==> src/rtl/wswd_pkg.sv <==
// ----------------------------------------------------------------------------
// wswd_pkg
// shared types and constants for the wake score window detector
// ----------------------------------------------------------------------------
package wswd_pkg;

  localparam int SCORE_W     = 8;
  localparam int HOLD_W      = 10;
  localparam int SUM_W       = 12;
  localparam int CFG_DATA_W  = 10;
  localparam int CFG_IDX_W   = 1;
  localparam int WINDOW_LEN  = 5;

  localparam logic [SCORE_W-1:0] CUTOFF_RESET     = 8'd128;
  localparam logic [HOLD_W-1:0]  REFRACTORY_RESET = 10'd100;

  // configuration register indexes
  localparam logic [CFG_IDX_W-1:0] CFG_SCORE_CUTOFF       = 1'b0;
  localparam logic [CFG_IDX_W-1:0] CFG_REFRACTORY_WINDOWS = 1'b1;

  // status handed from the hold-off counter to the top level
  typedef struct packed {
    logic armed;
  } hold_stat_t;

endpackage

==> src/rtl/wswd_if.sv <==
// ----------------------------------------------------------------------------
// wswd channel interfaces
// valid/ready channels for score requests and detector results
// ----------------------------------------------------------------------------
interface wswd_in_if;
  logic                         valid;
  logic                         ready;
  logic [wswd_pkg::SCORE_W-1:0] score;

  modport source (output valid, output score, input ready);
  modport sink   (input valid, input score, output ready);
endinterface

interface wswd_out_if;
  logic                       valid;
  logic                       ready;
  logic                       detected;
  logic                       armed;
  logic [wswd_pkg::SUM_W-1:0] window_sum;

  modport source (output valid, output detected, output armed, output window_sum,
                  input ready);
  modport sink   (input valid, input detected, input armed, input window_sum,
                  output ready);
endinterface

==> src/rtl/wswd_cell.sv <==
// ----------------------------------------------------------------------------
// wswd_cell
// one score slot of the window shift line
// ----------------------------------------------------------------------------
module wswd_cell (
  input  logic                         clk,
  input  logic                         rst_n,
  input  logic                         shift_en,
  input  logic                         clear,
  input  logic [wswd_pkg::SCORE_W-1:0] d,
  output logic [wswd_pkg::SCORE_W-1:0] q
);

  logic [wswd_pkg::SCORE_W-1:0] score_r;
  logic [wswd_pkg::SCORE_W-1:0] score_nxt;

  always_comb begin
    score_nxt = score_r;
    if (clear) begin
      score_nxt = '0;
    end else if (shift_en) begin
      score_nxt = d;
    end
  end

  always_ff @(posedge clk) begin
    if (!rst_n) begin
      score_r <= '0;
    end else begin
      score_r <= score_nxt;
    end
  end

  assign q = score_r;

endmodule

==> src/rtl/wswd_holdoff.sv <==
// ----------------------------------------------------------------------------
// wswd_holdoff
// hold-off counter: counts low scores down to zero, reloads on detection
// ----------------------------------------------------------------------------
module wswd_holdoff (
  input  logic                        clk,
  input  logic                        rst_n,
  input  logic                        step,
  input  logic                        below,
  input  logic                        reload,
  input  logic [wswd_pkg::HOLD_W-1:0] refractory,
  output wswd_pkg::hold_stat_t        stat
);

  logic [wswd_pkg::HOLD_W-1:0] left_r;
  logic [wswd_pkg::HOLD_W-1:0] left_nxt;
  logic [wswd_pkg::HOLD_W-1:0] left_dec;

  // count after this request's score, before any reload
  always_comb begin
    left_dec = left_r;
    if (below && (left_r != '0)) begin
      left_dec = left_r - wswd_pkg::HOLD_W'(1);
    end
    stat.armed = (left_dec == '0);
  end

  always_comb begin
    left_nxt = left_r;
    if (step) begin
      left_nxt = reload ? refractory : left_dec;
    end
  end

  always_ff @(posedge clk) begin
    if (!rst_n) begin
      left_r <= wswd_pkg::REFRACTORY_RESET;
    end else begin
      left_r <= left_nxt;
    end
  end

endmodule

==> src/rtl/wake_score_window_detector_core.sv <==
// ----------------------------------------------------------------------------
// wake_score_window_detector_core
// sliding-window score threshold detector with hold-off counter
// ----------------------------------------------------------------------------
// result: registered, in the cycle after its score request is accepted
// throughput: one score per cycle, limited by the single running-sum adder
// the result sits in an output register; a new score is taken whenever that
// register is empty or is being drained in the same cycle
// reset (synchronous, rst_n low): window and running sum cleared, cutoff 128,
// refractory count 100, hold-off counter loaded with 100, no result pending
module wake_score_window_detector_core #(
  parameter int WINDOW_LEN = wswd_pkg::WINDOW_LEN
) (
  input  logic                                  clk,
  input  logic                                  rst_n,
  wswd_in_if.sink                               in_ch,
  wswd_out_if.source                            out_ch,
  input  logic                                  cfg_we,
  input  logic [wswd_pkg::CFG_IDX_W-1:0]        cfg_index,
  input  logic [wswd_pkg::CFG_DATA_W-1:0]       cfg_data
);

  localparam int THR_W = wswd_pkg::SUM_W + 1;

  // configuration registers
  logic [wswd_pkg::SCORE_W-1:0] cutoff_r;
  logic [wswd_pkg::HOLD_W-1:0]  refractory_r;

  // window shift line taps
  logic [wswd_pkg::SCORE_W-1:0] cell_q [WINDOW_LEN];

  // running sum of the window, kept equal to the sum of all cells
  logic [wswd_pkg::SUM_W-1:0]   sum_r;
  logic [wswd_pkg::SUM_W-1:0]   sum_nxt;
  logic [wswd_pkg::SUM_W-1:0]   sum_new;

  // result register
  logic                         out_valid_r;
  logic                         out_valid_nxt;
  logic                         detected_r;
  logic                         armed_r;
  logic [wswd_pkg::SUM_W-1:0]   window_sum_r;

  logic                         in_acc;
  logic                         below;
  logic                         detect;
  logic [THR_W-1:0]             threshold;
  wswd_pkg::hold_stat_t         hold_stat;

  // take a request when the result slot is free or drains this cycle
  assign in_ch.ready = !out_valid_r || out_ch.ready;
  assign in_acc      = in_ch.valid && in_ch.ready;

  // ---------------------------------------------------------------------------
  // configuration writes
  // ---------------------------------------------------------------------------
  always_ff @(posedge clk) begin
    if (!rst_n) begin
      cutoff_r     <= wswd_pkg::CUTOFF_RESET;
      refractory_r <= wswd_pkg::REFRACTORY_RESET;
    end else if (cfg_we) begin
      case (cfg_index)
        wswd_pkg::CFG_SCORE_CUTOFF: begin
          cutoff_r <= cfg_data[wswd_pkg::SCORE_W-1:0];
        end
        wswd_pkg::CFG_REFRACTORY_WINDOWS: begin
          refractory_r <= cfg_data[wswd_pkg::HOLD_W-1:0];
        end
        default: begin
        end
      endcase
    end
  end

  // ---------------------------------------------------------------------------
  // window: a row of score cells, newest at cell 0, oldest at the end
  // the sum is order-free, so a shift line stands in for the ring buffer
  // ---------------------------------------------------------------------------
  for (genvar gi = 0; gi < WINDOW_LEN; gi++) begin : g_cell
    wswd_cell u_cell (
      .clk      (clk),
      .rst_n    (rst_n),
      .shift_en (in_acc),
      .clear    (detect),
      .d        ((gi == 0) ? in_ch.score : cell_q[(gi == 0) ? 0 : gi - 1]),
      .q        (cell_q[gi])
    );
  end

  // new score in, oldest score out
  assign sum_new = sum_r + wswd_pkg::SUM_W'(in_ch.score)
                 - wswd_pkg::SUM_W'(cell_q[WINDOW_LEN-1]);

  // ---------------------------------------------------------------------------
  // hold-off counter
  // ---------------------------------------------------------------------------
  assign below = (in_ch.score < cutoff_r);

  wswd_holdoff u_holdoff (
    .clk        (clk),
    .rst_n      (rst_n),
    .step       (in_acc),
    .below      (below),
    .reload     (detect),
    .refractory (refractory_r),
    .stat       (hold_stat)
  );

  // detection: while armed, window sum above cutoff times window length
  assign threshold = THR_W'(cutoff_r) * THR_W'(WINDOW_LEN);
  assign detect    = in_acc && hold_stat.armed
                  && ({1'b0, sum_new} > threshold);

  // detection clears the window, so the running sum restarts at zero
  always_comb begin
    sum_nxt = sum_r;
    if (detect) begin
      sum_nxt = '0;
    end else if (in_acc) begin
      sum_nxt = sum_new;
    end
  end

  always_ff @(posedge clk) begin
    if (!rst_n) begin
      sum_r <= '0;
    end else begin
      sum_r <= sum_nxt;
    end
  end

  // ---------------------------------------------------------------------------
  // result register
  // ---------------------------------------------------------------------------
  always_comb begin
    out_valid_nxt = out_valid_r;
    if (in_acc) begin
      out_valid_nxt = 1'b1;
    end else if (out_ch.ready) begin
      out_valid_nxt = 1'b0;
    end
  end

  always_ff @(posedge clk) begin
    if (!rst_n) begin
      out_valid_r <= 1'b0;
    end else begin
      out_valid_r <= out_valid_nxt;
    end
  end

  // payload: held off shows all zeros
  always_ff @(posedge clk) begin
    if (in_acc) begin
      detected_r   <= detect;
      armed_r      <= hold_stat.armed;
      window_sum_r <= hold_stat.armed ? sum_new : '0;
    end
  end

  assign out_ch.valid      = out_valid_r;
  assign out_ch.detected   = detected_r;
  assign out_ch.armed      = armed_r;
  assign out_ch.window_sum = window_sum_r;

  // ---------------------------------------------------------------------------
  // assertions
  // ---------------------------------------------------------------------------
  a_clear_after_detect: assert property (@(posedge clk) disable iff (!rst_n)
    detect |=> (sum_r == '0) && (cell_q[0] == '0))
    else $error("window not cleared after detection");

  a_result_follows_request: assert property (@(posedge clk) disable iff (!rst_n)
    in_acc |=> out_ch.valid)
    else $error("accepted score gave no result");

  a_held_off_zero: assert property (@(posedge clk) disable iff (!rst_n)
    (out_ch.valid && !out_ch.armed) |-> (!out_ch.detected && (out_ch.window_sum == '0)))
    else $error("held-off result is not all zeros");

endmodule

==> src/flat_wrapper.sv <==
// flat-port wrapper written by rule: the top's interface ports become plain ports
module wake_score_window_detector_core_flat 
#(
  parameter int WINDOW_LEN = wswd_pkg::WINDOW_LEN
)
  (clk, rst_n, cfg_we, cfg_index, cfg_data, in_ch_valid, in_ch_score, in_ch_ready, out_ch_valid, out_ch_detected, out_ch_armed, out_ch_window_sum, out_ch_ready);
  wswd_in_if in_ch_i ();
  wswd_out_if out_ch_i ();
  input  logic clk;
  input  logic rst_n;
  input  logic cfg_we;
  input  logic [wswd_pkg::CFG_IDX_W-1:0] cfg_index;
  input  logic [wswd_pkg::CFG_DATA_W-1:0] cfg_data;
  input wire logic [$bits(in_ch_i.valid)-1:0] in_ch_valid;
  input wire logic [$bits(in_ch_i.score)-1:0] in_ch_score;
  output wire logic [$bits(in_ch_i.ready)-1:0] in_ch_ready;
  output wire logic [$bits(out_ch_i.valid)-1:0] out_ch_valid;
  output wire logic [$bits(out_ch_i.detected)-1:0] out_ch_detected;
  output wire logic [$bits(out_ch_i.armed)-1:0] out_ch_armed;
  output wire logic [$bits(out_ch_i.window_sum)-1:0] out_ch_window_sum;
  input wire logic [$bits(out_ch_i.ready)-1:0] out_ch_ready;
  assign in_ch_i.valid = in_ch_valid;
  assign in_ch_i.score = in_ch_score;
  assign in_ch_ready = in_ch_i.ready;
  assign out_ch_valid = out_ch_i.valid;
  assign out_ch_detected = out_ch_i.detected;
  assign out_ch_armed = out_ch_i.armed;
  assign out_ch_window_sum = out_ch_i.window_sum;
  assign out_ch_i.ready = out_ch_ready;
  wake_score_window_detector_core #(.WINDOW_LEN(WINDOW_LEN)) u_core (.clk(clk), .rst_n(rst_n), .in_ch(in_ch_i), .out_ch(out_ch_i), .cfg_we(cfg_we), .cfg_index(cfg_index), .cfg_data(cfg_data));
endmodule
==> config.mk <==
export PLATFORM = sky130hd
export DESIGN_NAME = wake_score_window_detector_core_flat
export DESIGN_NICKNAME = d
export VERILOG_FILES = /design/src/rtl/wswd_pkg.sv /design/src/rtl/wswd_if.sv /design/src/rtl/wswd_cell.sv /design/src/rtl/wswd_holdoff.sv /design/src/rtl/wake_score_window_detector_core.sv /design/src/flat_wrapper.sv
export SDC_FILE = /design/constraint.sdc
export NUM_CORES = 1
export LEC_CHECK = 0
export BUFFER_PORTS_ARGS = -buffer_cell sky130_fd_sc_hd__buf_2
export CAP_MARGIN = 20
export CORE_AREA = 2 2 102 104
export CTS_BUF_LIST = sky130_fd_sc_hd__clkbuf_8
export CTS_CLUSTER_DIAMETER = 120
export DETAILED_ROUTE_END_ITERATION = 6
export DIE_AREA = 0 0 104 106
export PLACE_DENSITY = 0.73
export SYNTH_ARGS = -nofsm -noshare
export SYNTH_HDL_FRONTEND = slang
export SYNTH_SLANG_ARGS = --single-unit
==> constraint.sdc <==
create_clock -name clk -period 5 [get_ports clk]
set_clock_uncertainty 0.1 [all_clocks]
set_input_delay 0 -clock clk [delete_from_list [all_inputs] [get_ports clk]]
set_output_delay 0 -clock clk [all_outputs]
set_load 0.01 [all_outputs]
==> flow_summary.yaml <==
run_status:
  status: "finished clean"
layout:
  final_common_cell: "dfxtp_1"
  n_antenna_cell: 0
  final_cell_mix: "dfxtp_1, inv_1, nor3_1, nand2_1, a21oi_1"
  areaGrowthSynthToFinish_pct: 14.3
  drive_gt1_share_pct: 11.2
  nets: 720
  stdcell_area_mm2: 0.00612
  fillers: 878
placement:
  dp_hpwl_um: 8470
  pre_cts_ws_ns: 0.338
  placed_area_mm2: 0.00564
  gp_congestion: 0.939
  port_buffers: 39
routing:
  drtAntennaViolNets: 0
  drc: 0
  wl_um: 11800
  drt_iter0_drc: 245
  vias: 4313
  wl_per_cell_um: 15.0
  via_per_inst: 5.49
  first_pass_iters: 4
floorplan:
  start_util_pct: 53.5
  die_h_um: 106
  fp-row-count: 37
  ioPinCount: 40
  coreArea_mm2: 0.0100
  fp.dieW_um: 104
  die_area_mm2: 0.0110
setup_path:
  r2r.worst_path.cells: 19
  crit_slowest_cell: "dlygate4sd3_1"
  cp_top_family: "simple AND/OR/NAND/NOR gates"
  critPathLaunchType: "input port"
  cp.depth: 21
  crit_path_cell_trace: "dlygate4sd3_1 > buf_2 > inv_1 > fa_1 > inv_1 > ha_1 > nor2b_1 > o31a_1 > o31a_1 > o21a_1 > or3_1 > and2_1 > ha_1 > or4_1 > a21oi_1 > o21ai_0 > o21ai_0 > buf_4 > a31oi_4 > buf_12 > nor3_1"
  cp.arrival_ns: 4.95
  crit_buf_inv: 6
  crit_required_ns: 5.19
  critPathMaxStageDelay_ns: 0.52
  crit_path_max_fanout: 50
  end_kind: "flop"
  worstSetupPathType: "in -> reg"
synth:
  syn_nets: 662
  synthesis.area_mm2: 0.00535
  synth-seq-cells: 95
  syn_area_per_cell_um2: 9.14
  synthCells: 586
  yosysUniqueCellTypes: 59
  synthFlopType: "dfxtp_1"
  ys_seq_area_share_pct: 38.1
  synthArstFlopShare_pct: 0
  ys_warn_count: 0
  synth_edf_count: 14
global_routing:
  grt_overflow_total: 0
  grt_pass1_wl_um: 19900
  grt_max_degree: 70
  grtUsageTotal_pct: 22.6
  grt_pass1_vias: 4158
  antenna_found_initial: 0
timing:
  fmax_mhz: 210
  max_slew_margin_pct: 48.8
  rsz0062_at_grt: "no"
  setup_viol: 0
  fin_crit_sh_pct: 95.3
  worst_pin_slew_ns: 0.768
  holdWs_ns: 0.00567
  finalHoldViolations: 0
  setup_tns_ns: 0
  drv_slew: 0
  fin_crit_ns: 4.76
  worst_slack_ns: 0.236
cts:
  clockBufferDepth: 2
  clk-insertion-delay-late_ns: 0.36
  clk_pin_slew_ns: 0.09
  cts_tree: "done"
  clock-sinks: 95
  cts_made_buffers: 9
  post_cts_buffers: 0
  h-tree-depth: 3
  cts_root_buf: "clkbuf_8"
power_and_ir_drop:
  p_total_uw: 2350
  p_leak_uw: 0.00268
  peakVddDrop_mv: 0.202
  cellPowerDensity_mw_per_mm2: 383
hold_path:
  min_path_type: "in -> reg"
  holdPathStages: 4
run:
  cap_viol_max_count: 0
[timing repair]
item / 4_1_cts / 5_1_grt
setup endpoints to repair: 0 / 14
hold buffers: 27 / 0
hold endpoints to repair: 36 / 0
gates resized for setup: 0 / 1
[registers in the layout (all words and copies together), names as in the netlist]
register / cells
u_core.refractory_r: 10
u_core.out_ch.valid: 1
u_core.out_ch.detected: 1
u_core.cutoff_r: 8
u_core.out_ch.armed: 1
u_core.out_ch.window_sum: 12
u_core.g_cell.u_cell.q: 40
u_core.sum_r: 12
u_core.u_holdoff.left_r: 10
[power by group]
part           switching (µW)  internal (µW)
logic                     575            396
registers                37.9            828
clock network             266            243
[worst paths after layout]
| kind | start | end | slack [ns] |
|---|---|---|---|
| worst min-delay path | cfg_we | u_core.cutoff_r[2]$_SDFFE_PN0P_ | 0.006 |
| worst max-delay path | in_ch_score[2] | u_core.g_cell[3].u_cell.q[4]$_SDFFE_PP0P_ | 0.24 |
| worst max register to register | u_core.sum_r[2]$_SDFFE_PP0P_ | u_core.g_cell[3].u_cell.q[4]$_SDFFE_PP0P_ | 0.27 |
| worst min register to register | u_core.refractory_r[3]$_SDFFE_PN0P_ | u_core.refractory_r[3]$_SDFFE_PN0P_ | 0.37 |
[kinds of logic (layout without fill, tap and decap cells)]
logic type                 Yosys count  in the layout  share of synthesized area [%]
and+or+nand+nor                    192            192                           18.0
AOI/OAI and AO/OA                  103            103                           13.0
DFF                                 95             95                           38.1
buffers and inverters               84            147                           6.61
adders and majority gates           52             52                           13.4
muxes                               41             41                           7.67
xor gates and xnor gates            19             19                           3.11
[synth_stat cells (all sizes together), types with 3 or more instances]
cell / number / area (µm²)
a211o: 3 / 26.3
clkbuf: 17 / 63.8
fa: 9 / 180
nor2: 22 / 82.6
dfxtp: 81 / 1620
nor4: 4 / 31.3
o21bai: 4 / 30.0
nor2b: 8 / 50.1
o21a: 5 / 37.5
o22ai: 5 / 31.3
a31oi: 3 / 33.8
xor2: 6 / 52.6
and3: 10 / 62.6
a211oi: 3 / 35.0
or4: 4 / 30.0
and2: 5 / 31.3
mux2i: 41 / 410
a21o: 7 / 52.6
nor3: 61 / 310
buf: 7 / 65.1
edfxtp: 14 / 420
o211ai: 3 / 22.5
inv: 59 / 221
o21ai: 14 / 73.8
nand4: 3 / 18.8
ha: 43 / 538
a21oi: 44 / 220
xnor2: 13 / 114
or3: 6 / 42.5
nand2: 51 / 191
nand3: 8 / 40.0
[layer usage]
layer  wire length, µm  GRT usage, %  vias to the layer above
met1              5480          29.9                     2023
met2              5490          36.3                       93
li1                  -             -                     2180
met3               590          4.78                       17
met5                 0             0                        -
met4               231          8.78                        0
[layout make-up]
class	count	area, µm²	share of cell area, %
clock buffer	10	138	2.25
clock inverter	6	62.6	1.02
inverter	60	225	3.68
multi-input combinational	407	2970	48.5
sequential	95	2040	33.4
tap	136	170	2.78
timing repair buffer	71	515	8.43
[stage by stage]
step	std cells	util, %
CTS	785	61.1
detailed placement	742	56.4
floorplan	586	-
global route	785	61.2
finish	785	61.2
global placement	742	56.4
[tightest hold or removal path: cells and delay by family]
family	cells	cell delay, ns
compound gates	1	0.05
simple gates	2	0.26
buf+inv	1	0.11
Note: power is estimated with default switching activity, not from simulation.
